<file path="src/design/fdfmt_pkg.sv">
// Shared types and constants for the fixed decimal to ASCII formatter.
// Used by the digit cells, the sequencer, the top level and the checker.
package fdfmt_pkg;

	localparam int DEF_MANTISSA_BITS = 96;
	localparam int DEF_MAX_DIGITS    = 29;

	localparam int IN_LOW_W  = 64;
	localparam int IN_HIGH_W = 32;
	localparam int IN_BITS   = IN_LOW_W + IN_HIGH_W;
	localparam int SCALE_W   = 5;
	localparam int DIGIT_W   = 4;
	localparam int CHAR_W    = 8;

	localparam logic [DIGIT_W-1:0] DIGIT_HALF = 4'd5;
	localparam logic [DIGIT_W:0]   DIGIT_BASE = 5'd10;

	localparam logic [CHAR_W-1:0] CH_MINUS   = 8'h2D;
	localparam logic [CHAR_W-1:0] CH_POINT   = 8'h2E;
	localparam logic [CHAR_W-1:0] CH_ZERO    = 8'h30;
	localparam logic [CHAR_W-1:0] CH_NEWLINE = 8'h0A;

	typedef enum logic [1:0] {
		CELL_HOLD,
		CELL_CLEAR,
		CELL_DABBLE,
		CELL_SHIFT
	} cell_op_t;

	typedef enum logic [2:0] {
		ST_IDLE,
		ST_CONV,
		ST_SIGN,
		ST_DIGIT,
		ST_NEWLINE
	} seq_state_t;

endpackage

</file>
<file path="src/design/fdfmt_digit_cell.sv">
// One decimal digit cell of the conversion chain.
// Clears its digit, doubles its digit plus the carry from below, or shifts in its lower neighbor.
// Depends on fdfmt_pkg.
module fdfmt_digit_cell (
	input  logic                     clk,
	input  fdfmt_pkg::cell_op_t      op,
	input  logic                     carry_in,
	input  logic [fdfmt_pkg::DIGIT_W-1:0] digit_in,
	output logic                     carry_out,
	output logic [fdfmt_pkg::DIGIT_W-1:0] digit_out
);
	import fdfmt_pkg::*;

	logic [DIGIT_W-1:0] digit_q;
	logic [DIGIT_W:0]   twice;
	logic [DIGIT_W:0]   adjusted;

	// 2d + c reaches ten exactly when d is five or more
	assign carry_out = (digit_q >= DIGIT_HALF);
	assign twice     = {digit_q, carry_in};
	assign adjusted  = carry_out ? (twice - DIGIT_BASE) : twice;
	assign digit_out = digit_q;

	always_ff @(posedge clk) begin
		case (op)
			CELL_CLEAR:  digit_q <= '0;
			CELL_DABBLE: digit_q <= adjusted[DIGIT_W-1:0];
			CELL_SHIFT:  digit_q <= digit_in;
			default:     digit_q <= digit_q;
		endcase
	end

endmodule

</file>
<file path="src/design/fdfmt_seq.sv">
// Sequencer: takes a number, drives the conversion and emits the characters.
// Holds the mantissa shifter, counters and the output register. Depends on fdfmt_pkg.
module fdfmt_seq #(
	parameter int MANTISSA_BITS = fdfmt_pkg::DEF_MANTISSA_BITS,
	parameter int MAX_DIGITS    = fdfmt_pkg::DEF_MAX_DIGITS
) (
	input  logic                            clk,
	input  logic                            arst_n,
	input  logic                            in_valid,
	output logic                            in_ready,
	input  logic [fdfmt_pkg::IN_BITS-1:0]   mantissa,
	input  logic                            negative,
	input  logic [fdfmt_pkg::SCALE_W-1:0]   scale,
	output fdfmt_pkg::cell_op_t             cell_op,
	output logic                            serial_bit,
	input  logic [fdfmt_pkg::DIGIT_W-1:0]   top_digit,
	output logic                            out_valid,
	input  logic                            out_ready,
	output logic [fdfmt_pkg::CHAR_W-1:0]    character,
	output logic                            last
);
	import fdfmt_pkg::*;

	localparam int BIT_W = $clog2(MANTISSA_BITS);
	localparam int POS_W = $clog2(MAX_DIGITS + 1);
	localparam int CMP_W = ((POS_W > SCALE_W) ? POS_W : SCALE_W) + 1;

	seq_state_t state_q, state_d;

	logic [MANTISSA_BITS-1:0] mant_q;
	logic [BIT_W-1:0]         bitcnt_q;
	logic [POS_W-1:0]         pos_q;
	logic [SCALE_W-1:0]       scale_q;
	logic                     neg_q;
	logic                     started_q;
	logic                     point_done_q;
	logic                     out_valid_q;
	logic [CHAR_W-1:0]        char_q;
	logic                     last_q;

	logic              accept;
	logic              can_load;
	logic              load;
	logic [CHAR_W-1:0] char_d;
	logic              last_d;
	logic              conv_step;
	logic              pos_step;
	logic              point_set;
	logic              start_set;
	logic              emit;
	logic              point_due;
	logic [CMP_W-1:0]  scale_in_c;
	logic [CMP_W-1:0]  scale_sat_c;
	logic [CMP_W-1:0]  pos_c;
	logic [CMP_W-1:0]  scale_c;

	assign scale_in_c  = CMP_W'(scale);
	assign scale_sat_c = (scale_in_c > CMP_W'(MAX_DIGITS - 1)) ? CMP_W'(MAX_DIGITS - 1)
	                                                           : scale_in_c;
	assign pos_c       = CMP_W'(pos_q);
	assign scale_c     = CMP_W'(scale_q);

	// emit from the first nonzero digit or from the units-before-point position down
	assign emit      = started_q || (top_digit != '0) || (pos_c <= scale_c + CMP_W'(1));
	assign point_due = !point_done_q && (scale_q != '0) && (pos_c == scale_c);
	assign can_load  = !out_valid_q || out_ready;
	assign accept    = (state_q == ST_IDLE) && in_valid;
	assign serial_bit = mant_q[MANTISSA_BITS-1];

	always_ff @(posedge clk or negedge arst_n) begin
		if (!arst_n) begin
			state_q <= ST_IDLE;
		end else begin
			state_q <= state_d;
		end
	end

	always_comb begin
		state_d   = state_q;
		cell_op   = CELL_HOLD;
		load      = 1'b0;
		char_d    = CH_NEWLINE;
		last_d    = 1'b0;
		in_ready  = 1'b0;
		conv_step = 1'b0;
		pos_step  = 1'b0;
		point_set = 1'b0;
		start_set = 1'b0;
		case (state_q)
			ST_IDLE: begin
				in_ready = 1'b1;
				if (in_valid) begin
					cell_op = CELL_CLEAR;
					state_d = ST_CONV;
				end
			end
			ST_CONV: begin
				cell_op   = CELL_DABBLE;
				conv_step = 1'b1;
				if (bitcnt_q == '0) begin
					state_d = ST_SIGN;
				end
			end
			ST_SIGN: begin
				if (!neg_q) begin
					state_d = ST_DIGIT;
				end else if (can_load) begin
					load    = 1'b1;
					char_d  = CH_MINUS;
					state_d = ST_DIGIT;
				end
			end
			ST_DIGIT: begin
				if (!emit) begin
					cell_op  = CELL_SHIFT;
					pos_step = 1'b1;
				end else if (point_due) begin
					if (can_load) begin
						load      = 1'b1;
						char_d    = CH_POINT;
						point_set = 1'b1;
					end
				end else if (can_load) begin
					load      = 1'b1;
					char_d    = CH_ZERO + CHAR_W'(top_digit);
					cell_op   = CELL_SHIFT;
					pos_step  = 1'b1;
					start_set = 1'b1;
					if (pos_q == POS_W'(1)) begin
						state_d = ST_NEWLINE;
					end
				end
			end
			ST_NEWLINE: begin
				if (can_load) begin
					load    = 1'b1;
					char_d  = CH_NEWLINE;
					last_d  = 1'b1;
					state_d = ST_IDLE;
				end
			end
			default: begin
				state_d = ST_IDLE;
			end
		endcase
	end

	// per-number working registers
	always_ff @(posedge clk) begin
		if (accept) begin
			mant_q   <= mantissa[MANTISSA_BITS-1:0];
			bitcnt_q <= BIT_W'(MANTISSA_BITS - 1);
			pos_q    <= POS_W'(MAX_DIGITS);
			scale_q  <= scale_sat_c[SCALE_W-1:0];
			neg_q    <= negative;
		end else begin
			if (conv_step) begin
				mant_q   <= {mant_q[MANTISSA_BITS-2:0], 1'b0};
				bitcnt_q <= bitcnt_q - BIT_W'(1);
			end
			if (pos_step) begin
				pos_q <= pos_q - POS_W'(1);
			end
		end
	end

	always_ff @(posedge clk or negedge arst_n) begin
		if (!arst_n) begin
			started_q    <= 1'b0;
			point_done_q <= 1'b0;
			out_valid_q  <= 1'b0;
		end else begin
			if (accept) begin
				started_q    <= 1'b0;
				point_done_q <= 1'b0;
			end else begin
				if (start_set) begin
					started_q <= 1'b1;
				end
				if (point_set) begin
					point_done_q <= 1'b1;
				end
			end
			if (load) begin
				out_valid_q <= 1'b1;
			end else if (out_ready) begin
				out_valid_q <= 1'b0;
			end
		end
	end

	always_ff @(posedge clk) begin
		if (load) begin
			char_q <= char_d;
			last_q <= last_d;
		end
	end

	assign out_valid = out_valid_q;
	assign character = char_q;
	assign last      = last_q;

endmodule

</file>
<file path="src/design/fixed_decimal_to_ascii_formatter_top.sv">
// Fixed decimal to ASCII formatter: after accept it runs one double dabble step per mantissa
// bit, then one digit cell shift per printed or skipped position, with an extra step when a
// point prints; a minus sign is emitted between conversion and the digits. A new number is
// taken only once the closing newline of the previous one is in the output register.
// Reset (arst_n low, asynchronous) returns to idle with no transaction pending.
module fixed_decimal_to_ascii_formatter_top #(
	parameter int MANTISSA_BITS = fdfmt_pkg::DEF_MANTISSA_BITS,
	parameter int MAX_DIGITS    = fdfmt_pkg::DEF_MAX_DIGITS
) (
	input  logic                             clk,
	input  logic                             arst_n,
	input  logic                             in_valid,
	output logic                             in_ready,
	input  logic [fdfmt_pkg::IN_LOW_W-1:0]   mantissa_low,
	input  logic [fdfmt_pkg::IN_HIGH_W-1:0]  mantissa_high,
	input  logic                             negative,
	input  logic [fdfmt_pkg::SCALE_W-1:0]    scale,
	output logic                             out_valid,
	input  logic                             out_ready,
	output logic [fdfmt_pkg::CHAR_W-1:0]     character,
	output logic                             last
);
	import fdfmt_pkg::*;

	// Digit chain: cell 0 is the least significant digit. During conversion each cell doubles
	// its digit and takes the carry of the cell below (cell 0 takes the next
	// mantissa bit); a cell's carry out depends only on its own digit, so there
	// is no ripple. During printing the chain shifts toward the top cell and the
	// sequencer reads the most significant position from the top cell.
	cell_op_t           cell_op;
	logic               serial_bit;
	logic [DIGIT_W-1:0] digits [MAX_DIGITS];
	logic               carries [MAX_DIGITS];

	genvar gi;
	generate
		for (gi = 0; gi < MAX_DIGITS; gi++) begin : g_cell
			if (gi == 0) begin : g_first
				fdfmt_digit_cell u_cell (
					.clk       (clk),
					.op        (cell_op),
					.carry_in  (serial_bit),
					.digit_in  ('0),
					.carry_out (carries[gi]),
					.digit_out (digits[gi])
				);
			end else begin : g_rest
				fdfmt_digit_cell u_cell (
					.clk       (clk),
					.op        (cell_op),
					.carry_in  (carries[gi-1]),
					.digit_in  (digits[gi-1]),
					.carry_out (carries[gi]),
					.digit_out (digits[gi])
				);
			end
		end
	endgenerate

	// Sequencer: accept the transaction, run one dabble step per bit, then emit
	// sign, digits with the point, and the closing newline through the output register.
	fdfmt_seq #(
		.MANTISSA_BITS (MANTISSA_BITS),
		.MAX_DIGITS    (MAX_DIGITS)
	) u_seq (
		.clk        (clk),
		.arst_n     (arst_n),
		.in_valid   (in_valid),
		.in_ready   (in_ready),
		.mantissa   ({mantissa_high, mantissa_low}),
		.negative   (negative),
		.scale      (scale),
		.cell_op    (cell_op),
		.serial_bit (serial_bit),
		.top_digit  (digits[MAX_DIGITS-1]),
		.out_valid  (out_valid),
		.out_ready  (out_ready),
		.character  (character),
		.last       (last)
	);

endmodule

</file>
<file path="config.mk">
export PLATFORM = sky130hd
export DESIGN_NAME = fixed_decimal_to_ascii_formatter_top
export DESIGN_NICKNAME = d
export VERILOG_FILES = /design/src/design/fdfmt_pkg.sv /design/src/design/fdfmt_digit_cell.sv /design/src/design/fdfmt_seq.sv /design/src/design/fixed_decimal_to_ascii_formatter_top.sv
export SDC_FILE = /design/constraint.sdc
export NUM_CORES = 1
export LEC_CHECK = 0
export ABC_AREA = 1
export BUFFER_PORTS_ARGS = -buffer_cell sky130_fd_sc_hd__buf_2
export CAP_MARGIN = 30
export CORE_ASPECT_RATIO = 0.75
export CORE_UTILIZATION = 25
export DETAILED_ROUTE_END_ITERATION = 10
export GPL_TIMING_DRIVEN = 0
export PLACE_DENSITY_LB_ADDON = 0.12
export SYNTH_ARGS = -nofsm -noshare
export SYNTH_HDL_FRONTEND = slang
export SYNTH_SLANG_ARGS = --single-unit
</file>
<file path="constraint.sdc">
create_clock -name clk -period 5.9 [get_ports clk]
set_input_delay 0 -clock clk [delete_from_list [all_inputs] [get_ports clk]]
set_output_delay 0 -clock clk [all_outputs]
set_load 0.02 [all_outputs]
</file>
### Word level (Yosys, flattened, before mapping)

Index checks and enable logic that the tools add are counted.

| operators by class | value |
|---|---|
| $add $sub $neg | 33 |
| magnitude comparators | 31 |
| equality and inequality tests | 17 |
| mux-type cells | 102 |
| reductions and logical operators | 20 |

Operators by type and width:

| kind | number |
|---|---|
| $pmux W4 S3 | 28 |
| $mux W96 | 2 |
| $ge A4 B3 Y1 const B | 29 |
| $mux W4 | 29 |
| $sub A4 B4 Y4 const B | 29 |
| $mux W8 | 4 |
| $mux W3 | 9 |
| $mux W1 | 20 |
| $pmux W8 S2 | 1 |
| $pmux W3 S5 | 1 |
| $mux W6 | 2 |
| $ne A2 B1 Y1 const B | 5 |
| $reduce_bool A2 Y1 | 5 |
| $pmux W4 S2 | 1 |
| $reduce_and A8 Y1 | 1 |
| $add A6 B4 Y7 const A | 1 |
| $logic_not A7 Y1 | 1 |
| $sub A7 B1 Y7 const B | 1 |
| $add A5 B1 Y6 const B | 1 |
| $eq A3 B2 Y1 const B | 2 |
| $le A5 B6 Y1 | 1 |
| $mux W2 | 3 |
| $pmux W2 S3 | 1 |
| $eq A5 B1 Y1 const B | 1 |
| 18 further kinds | 25 |

| word-level totals | value |
|---|---|
| register bits after elaboration | 245 |
| input port bits | 106 |
| output and inout port bits | 11 |
| word-level logic and storage cells | 243 |

### Logic depth before layout (Yosys ltp)

| depth | value |
|---|---|
| depth in word-level cells | 9 |
| mapped depth | 15 |
| mapped depth without buffers | 15 |

### Cells and area by module

A second synthesis with hierarchy kept.

| unflattened totals | value |
|---|---|
| cell total of the unflattened synthesis | 1,594 |
| area, all modules | 14,239.9 µm² |

Modules (own cells, without submodules):

| module | times used | cells an instance | area each (µm²) | seq. area each (µm²) |
|---|---|---|---|---|
| fdfmt_digit_cell | 29 | 33 | 286.5 | 120.1 |
| fdfmt_seq | 1 | 636 | 5,926.9 | 3,663.5 |
| fixed_decimal_to_ascii_formatter_top | 1 | 1 | 3.8 | 0.0 |

### Worst setup path before layout

No wires, ideal clock.

| timing path | value |
|---|---|
| path kind | register -> register |
| start | register u_seq.scale_q[1] |
| end | register g_cell[0].g_first.u_cell.digit_q[0] (enable) |
| library setup time | 1.566 ns |
| data arrival time | 4.766 ns |
| required time | 4.334 ns |
| setup slack | -0.432 ns |
| cell stages (with the launch flop) | 12 |
| buffers on the path | 0 |
| period minus slack after synthesis | 6.332 ns |
| cell sequence | edfxtp_1 > ha_1 > nand3_1 > xor2_1 > inv_1 > ha_1 > nand2_1 > nand2_1 > nor2_1 > nand2_1 > nand4_4 > nand4_1 |

| on the way | value |
|---|---|
| word-level cells in the longest chain between the ends | 9 |
| elaborated cells between the ends (all ways) | 15 |
| classes of those cells | 1 x add/sub; 1 x order compare; 4 x eq/ne; 3 x mux; 6 x reduce/logical |

RTL lines:

| item | line | text |
|---|---|---|
| start, declared | fdfmt_seq.sv:33 | `logic [SCALE_W-1:0] scale_q;` |
| start signal, assigned | fdfmt_seq.sv:154 | `scale_q <= scale_sat_c[SCALE_W-1:0];` |
| parallel branches: the longest is 4 deep, another holds $add A5 B1 Y6 | -- |  |
| $mux W2 * | fdfmt_seq.sv:114 | `if (!emit) begin` |
| $pmux W2 S3 * | fdfmt_seq.sv:89 | `case (state_q)` |
| $eq A2 B1 Y1 or $eq A2 B2 Y1 (tied branches) | fdfmt_digit_cell.sv:25 | `case (op)` |
| $reduce_or A2 Y1 (no source line) | -- |  |
| $reduce_bool A2 Y1 (no source line) * | -- |  |
| end signal, assigned | fdfmt_digit_cell.sv:27 | `CELL_DABBLE: digit_q <= adjusted[DIGIT_W-1:0];` |
| end signal, assigned | fdfmt_digit_cell.sv:28 | `CELL_SHIFT: digit_q <= digit_in;` |
| end signal, assigned | fdfmt_digit_cell.sv:29 | `default: digit_q <= digit_q;` |
| end, declared | fdfmt_digit_cell.sv:14 | `logic [DIGIT_W-1:0] digit_q;` |

Every way passes the cells marked *.
A chain may end at the register's enable or synchronous reset.

### Worst setup path after layout

| timing path | value |
|---|---|
| start | register u_seq.state_q[2] |
| end | register g_cell[4].g_rest.u_cell.digit_q[2] (enable) |

| on the way | value |
|---|---|
| word-level cells in the longest chain between the ends | 4 |
| elaborated cells between the ends (all ways) | 8 |
| classes of those cells | 5 x eq/ne; 1 x mux; 2 x reduce/logical |

RTL lines:

| item | line | text |
|---|---|---|
| start, declared | fdfmt_seq.sv:28 | `seq_state_t state_q, state_d;` |
| start signal, assigned | fdfmt_seq.sv:74 | `state_q <= state_d;` |
| $eq A3 B2 Y1, or another cell as far along | fdfmt_seq.sv:89 |  |
| $pmux W2 S3 * | fdfmt_seq.sv:89 |  |
| $eq A2 B1 Y1 or $eq A2 B2 Y1 (tied branches) | fdfmt_digit_cell.sv:25 |  |
| $reduce_bool A3 Y1 (no source line) * | -- |  |
| end signal, assigned | fdfmt_digit_cell.sv:27 |  |
| end signal, assigned | fdfmt_digit_cell.sv:28 |  |
| end signal, assigned | fdfmt_digit_cell.sv:29 |  |
| end, declared | fdfmt_digit_cell.sv:14 |  |

Mark *: on every way between the ends. The rest lies on a longest branch, timed or not.

==> impl_metrics.yaml <==
timing:
  tightest_slew_ns: 0.916
  maxSlewHeadroom_pct: 38.9
  period_needed_ns: 3.71
  post-route-period-util_pct: 62.8
  worst_hold_slack_ns: 0.185
  hold_viol_final: 0
  fmax_ghz: 0.270
  setup_tns_ns: 0
  report.final.slew_viol_count: 0
  rsz0062_at_grt: "no"
  finClkSkew_ns: 0.0182
  finalSetupViolations: 0
clock_tree:
  clk_latency_ns: 0.57
  cts_resized: 0
  clockBufferDepth: 3
  cts_tree: "done"
  cts_num_sinks: 243
  cts_inserted_buffers: 29
  clk_pin_slew_ns: 0.06
  cts-root-buf: "clkbuf_16"
  htreeDepth: 1
drt:
  vias_per_cell: 4.15
  avgRoutedWirePerCell_um: 13.6
  num_vias: 10400
  first_pass_iters: 5
  drtIter0Drc: 509
  drt_wl_total_um: 34100
  drc: 0
  postRouteAntennaNets: 0
floorplan:
  placementRows: 72
  die_x_um: 266
  start_util_pct: 25.3
  ios: 117
  die_area_mm2: 0.0531
  coreArea_mm2: 0.0515
  die_y_um: 200
synthesis:
  synth_flop_cell: "edfxtp_1"
  synth_area_mm2: 0.0130
  ys_ff_latch: 243
  syn_inst: 1516
  syn_area_per_cell_um2: 8.60
  synthArstFlopShare_pct: 2.47
  synth.distinct_cells: 30
  synth_edf_count: 225
  seq_area_frac_synth_pct: 54.8
  yosys_warnings: 0
placement:
  io_buffer_count: 114
  placed_cells: 2345
  dp_hpwl_um: 23200
  gp_congestion: 0.759
final_layout:
  antenna_cells: 0
  stdcell_count: 2506
  nFillCells: 5461
  drive_above_1_share_pct: 11.5
  syn_to_final_growth_pct: 28.9
  layout.nets: 1956
  multi_input_area_mm2: 0.00490
  register_area_mm2: 0.00715
worst_setup_path:
  r2r-start: "u_seq.state_q[2]"
  critPathSlowestCell: "nand4_1"
  worst_ep_arrival_time_ns: 3.98
  critPathMostFrequentCell: "buf_16"
  cp_slowest_stage_delay_ns: 0.59
  path_class: "reg2reg"
  rrSetupSlack_ns: 2.19
  reg2reg_depth: 10
  cp.required_ns: 6.17
  path_max_fanout: 13
  worstReg2RegEnd: "g_cell[4].g_rest.u_cell.digit_out[2]"
  endpoint_kind: "register"
  worstPathBufferInverterCount: 6
  crit_family: "simple AND/OR/NAND/NOR gates"
  crit_path_cell_trace: "nor2_1, nand2_1, nor2_2, inv_1, clkbuf_1, buf_2, nand4_1, buf_16, buf_16, buf_8"
  critPathLaunchType: "register"
pwr:
  power.leakage_nw: 7.73
  finalPower_mw: 9.84
  ir_drop_mv: 0.253
  power.density_mw_per_mm2: 586
grt:
  grt_max_degree: 67
  grt.overflow.total: 0
  grt_pass1_vias: 10300
  grtUsageTotal_pct: 13.2
  antenna_found_initial: 0
  grt_pass1_wl_um: 55300
flow_run:
  maxCapViolations: 0
run_status:
  outcome: "finished clean"
hold_path:
  min_to: "u_seq.neg_q"
  hold_depth: 2
  hp-start: "negative"
  hold_path_class: "in2reg"
## synthesized netlist by cell type, types with 2 or more instances
cell / instances / area share [%]
o21a_1: 3 / 0.17
nor3_1: 2 / 0.077
nor2_1: 59 / 1.7
ha_1: 70 / 6.7
buf_6: 5 / 0.43
inv_2: 2 / 0.058
xor2_1: 6 / 0.40
inv_1: 200 / 5.8
nand2_1: 620 / 18
a21oi_1: 36 / 1.4
a21boi_0: 2 / 0.12
nand4_1: 5 / 0.24
nand3_1: 105 / 4.0
dfrtp_1: 6 / 1.2
clkbuf_1: 29 / 0.84
edfxtp_1: 225 / 52
buf_4: 2 / 0.12
o21ai_0: 102 / 3.9
buf_2: 15 / 0.58
dfxtp_1: 12 / 1.8
## layout by cell type, fill, tap and decap left out, types with 3 or more instances in the layout
cell / instances
buf_6: 6
dfrtp_1: 6
inv_1: 200
clkbuf_16: 31
clkbuf_1: 33
ha_1: 68
buf_8: 4
nand2_1: 619
clkinvlp_4: 3
a21oi_1: 36
buf_2: 129
nand3_1: 104
clkbuf_8: 3
o21a_1: 3
edfxtp_1: 225
o21ai_0: 102
dfxtp_1: 12
clkinv_2: 8
nand4_1: 5
buf_16: 6
nor2_1: 59
xor2_1: 6
dlygate4sd3_1: 107
## worst max path at each step
stage | from | endpoint | slack, ns | cells after the start
6_report | u_seq.state_q[2] | g_cell[4].g_rest.u_cell.digit_out[2] | 2.19 | 10
5_1_grt | u_seq.state_q[2] | g_cell[4].g_rest.u_cell.digit_out[3] | 1.91 | 10
4_1_cts | u_seq.state_q[2] | g_cell[1].g_rest.u_cell.digit_out[3] | 2.10 | 10
3_5_place_dp | u_seq.state_q[2] | g_cell[4].g_rest.u_cell.digit_out[3] | 2.15 | 10
3_3_place_gp | u_seq.state_q[2] | g_cell[8].g_rest.u_cell.digit_out[2] | -3.83 | 7
2_1_floorplan | u_seq.scale_q[1] | g_cell[0].g_first.u_cell.digit_out[0] | -0.33 | 11
## cells by family after synthesis
| group | share of synthesized area, % |
|---|---|
| XOR/XNOR | 0.470 |
| AND/OR/NAND/NOR | 24.4 |
| adder cells (fa/ha/maj) | 6.72 |
| buffers and inverters | 7.78 |
| multiplexers | 0.0768 |
| flip-flops | 54.8 |
| other | 0.0288 |
| AO/OA/AOI/OAI | 5.65 |
## per-stage QoR
stage / worst slack, ns / util (%) / cell area (µm²)
2_1_floorplan: -0.326 / - / 13100
3_3_place_gp: -3.83 / 28.2 / 14500
3_5_place_dp: 2.15 / 28.6 / 14800
4_1_cts: 2.10 / 32.6 / 16800
5_1_grt: 1.91 / 32.6 / 16800
6_report: 2.19 / 32.6 / 16800
## power by group
part,switching [mW],total (mW),internal [mW]
registers,0.488,3.85,3.36
logic,2.74,4.14,1.40
clock network,0.764,1.84,1.08
## flip-flops by register name (all words and copies together), names as in the netlist
register / count
u_seq.mant_q: 96
u_seq.neg_q: 1
u_seq.point_done_q: 1
u_seq.last: 1
u_seq.pos_q: 5
u_seq.scale_q: 5
g_cell.g_rest.u_cell.digit_out: 112
u_seq.bitcnt_q: 7
u_seq.character: 6
u_seq.started_q: 1
u_seq.out_valid: 1
g_cell.g_first.u_cell.digit_out: 4
u_seq.state_q: 3
## routing by layer
metal | track usage, % | wire (µm) | vias up
met5 | 0 | 0 | -
met3 | 2.06 | 1080 | 42
li1 | - | - | 5413
met4 | 3.02 | 662 | 0
met2 | 21.4 | 14700 | 147
met1 | 18.5 | 17700 | 4808
## timing repair
action                                  in CTS  in global routing
buffers inserted                             0                  0
hold buffers                               107                  0
endpoints found under the hold margin      113                  0
endpoints found under the setup margin       0                  0
## area by class of cell
type	instances	share of cell area [%]
Multi-Input combinational cell	1021	29.2
Clock inverter	16	0.827
Sequential cell	243	42.6
Buffer	51	1.52
Timing Repair Buffer	232	11.2
Inverter	202	4.52
Clock buffer	38	4.95
Tap cell	703	5.24
Power figures use the tool's default switching activity.
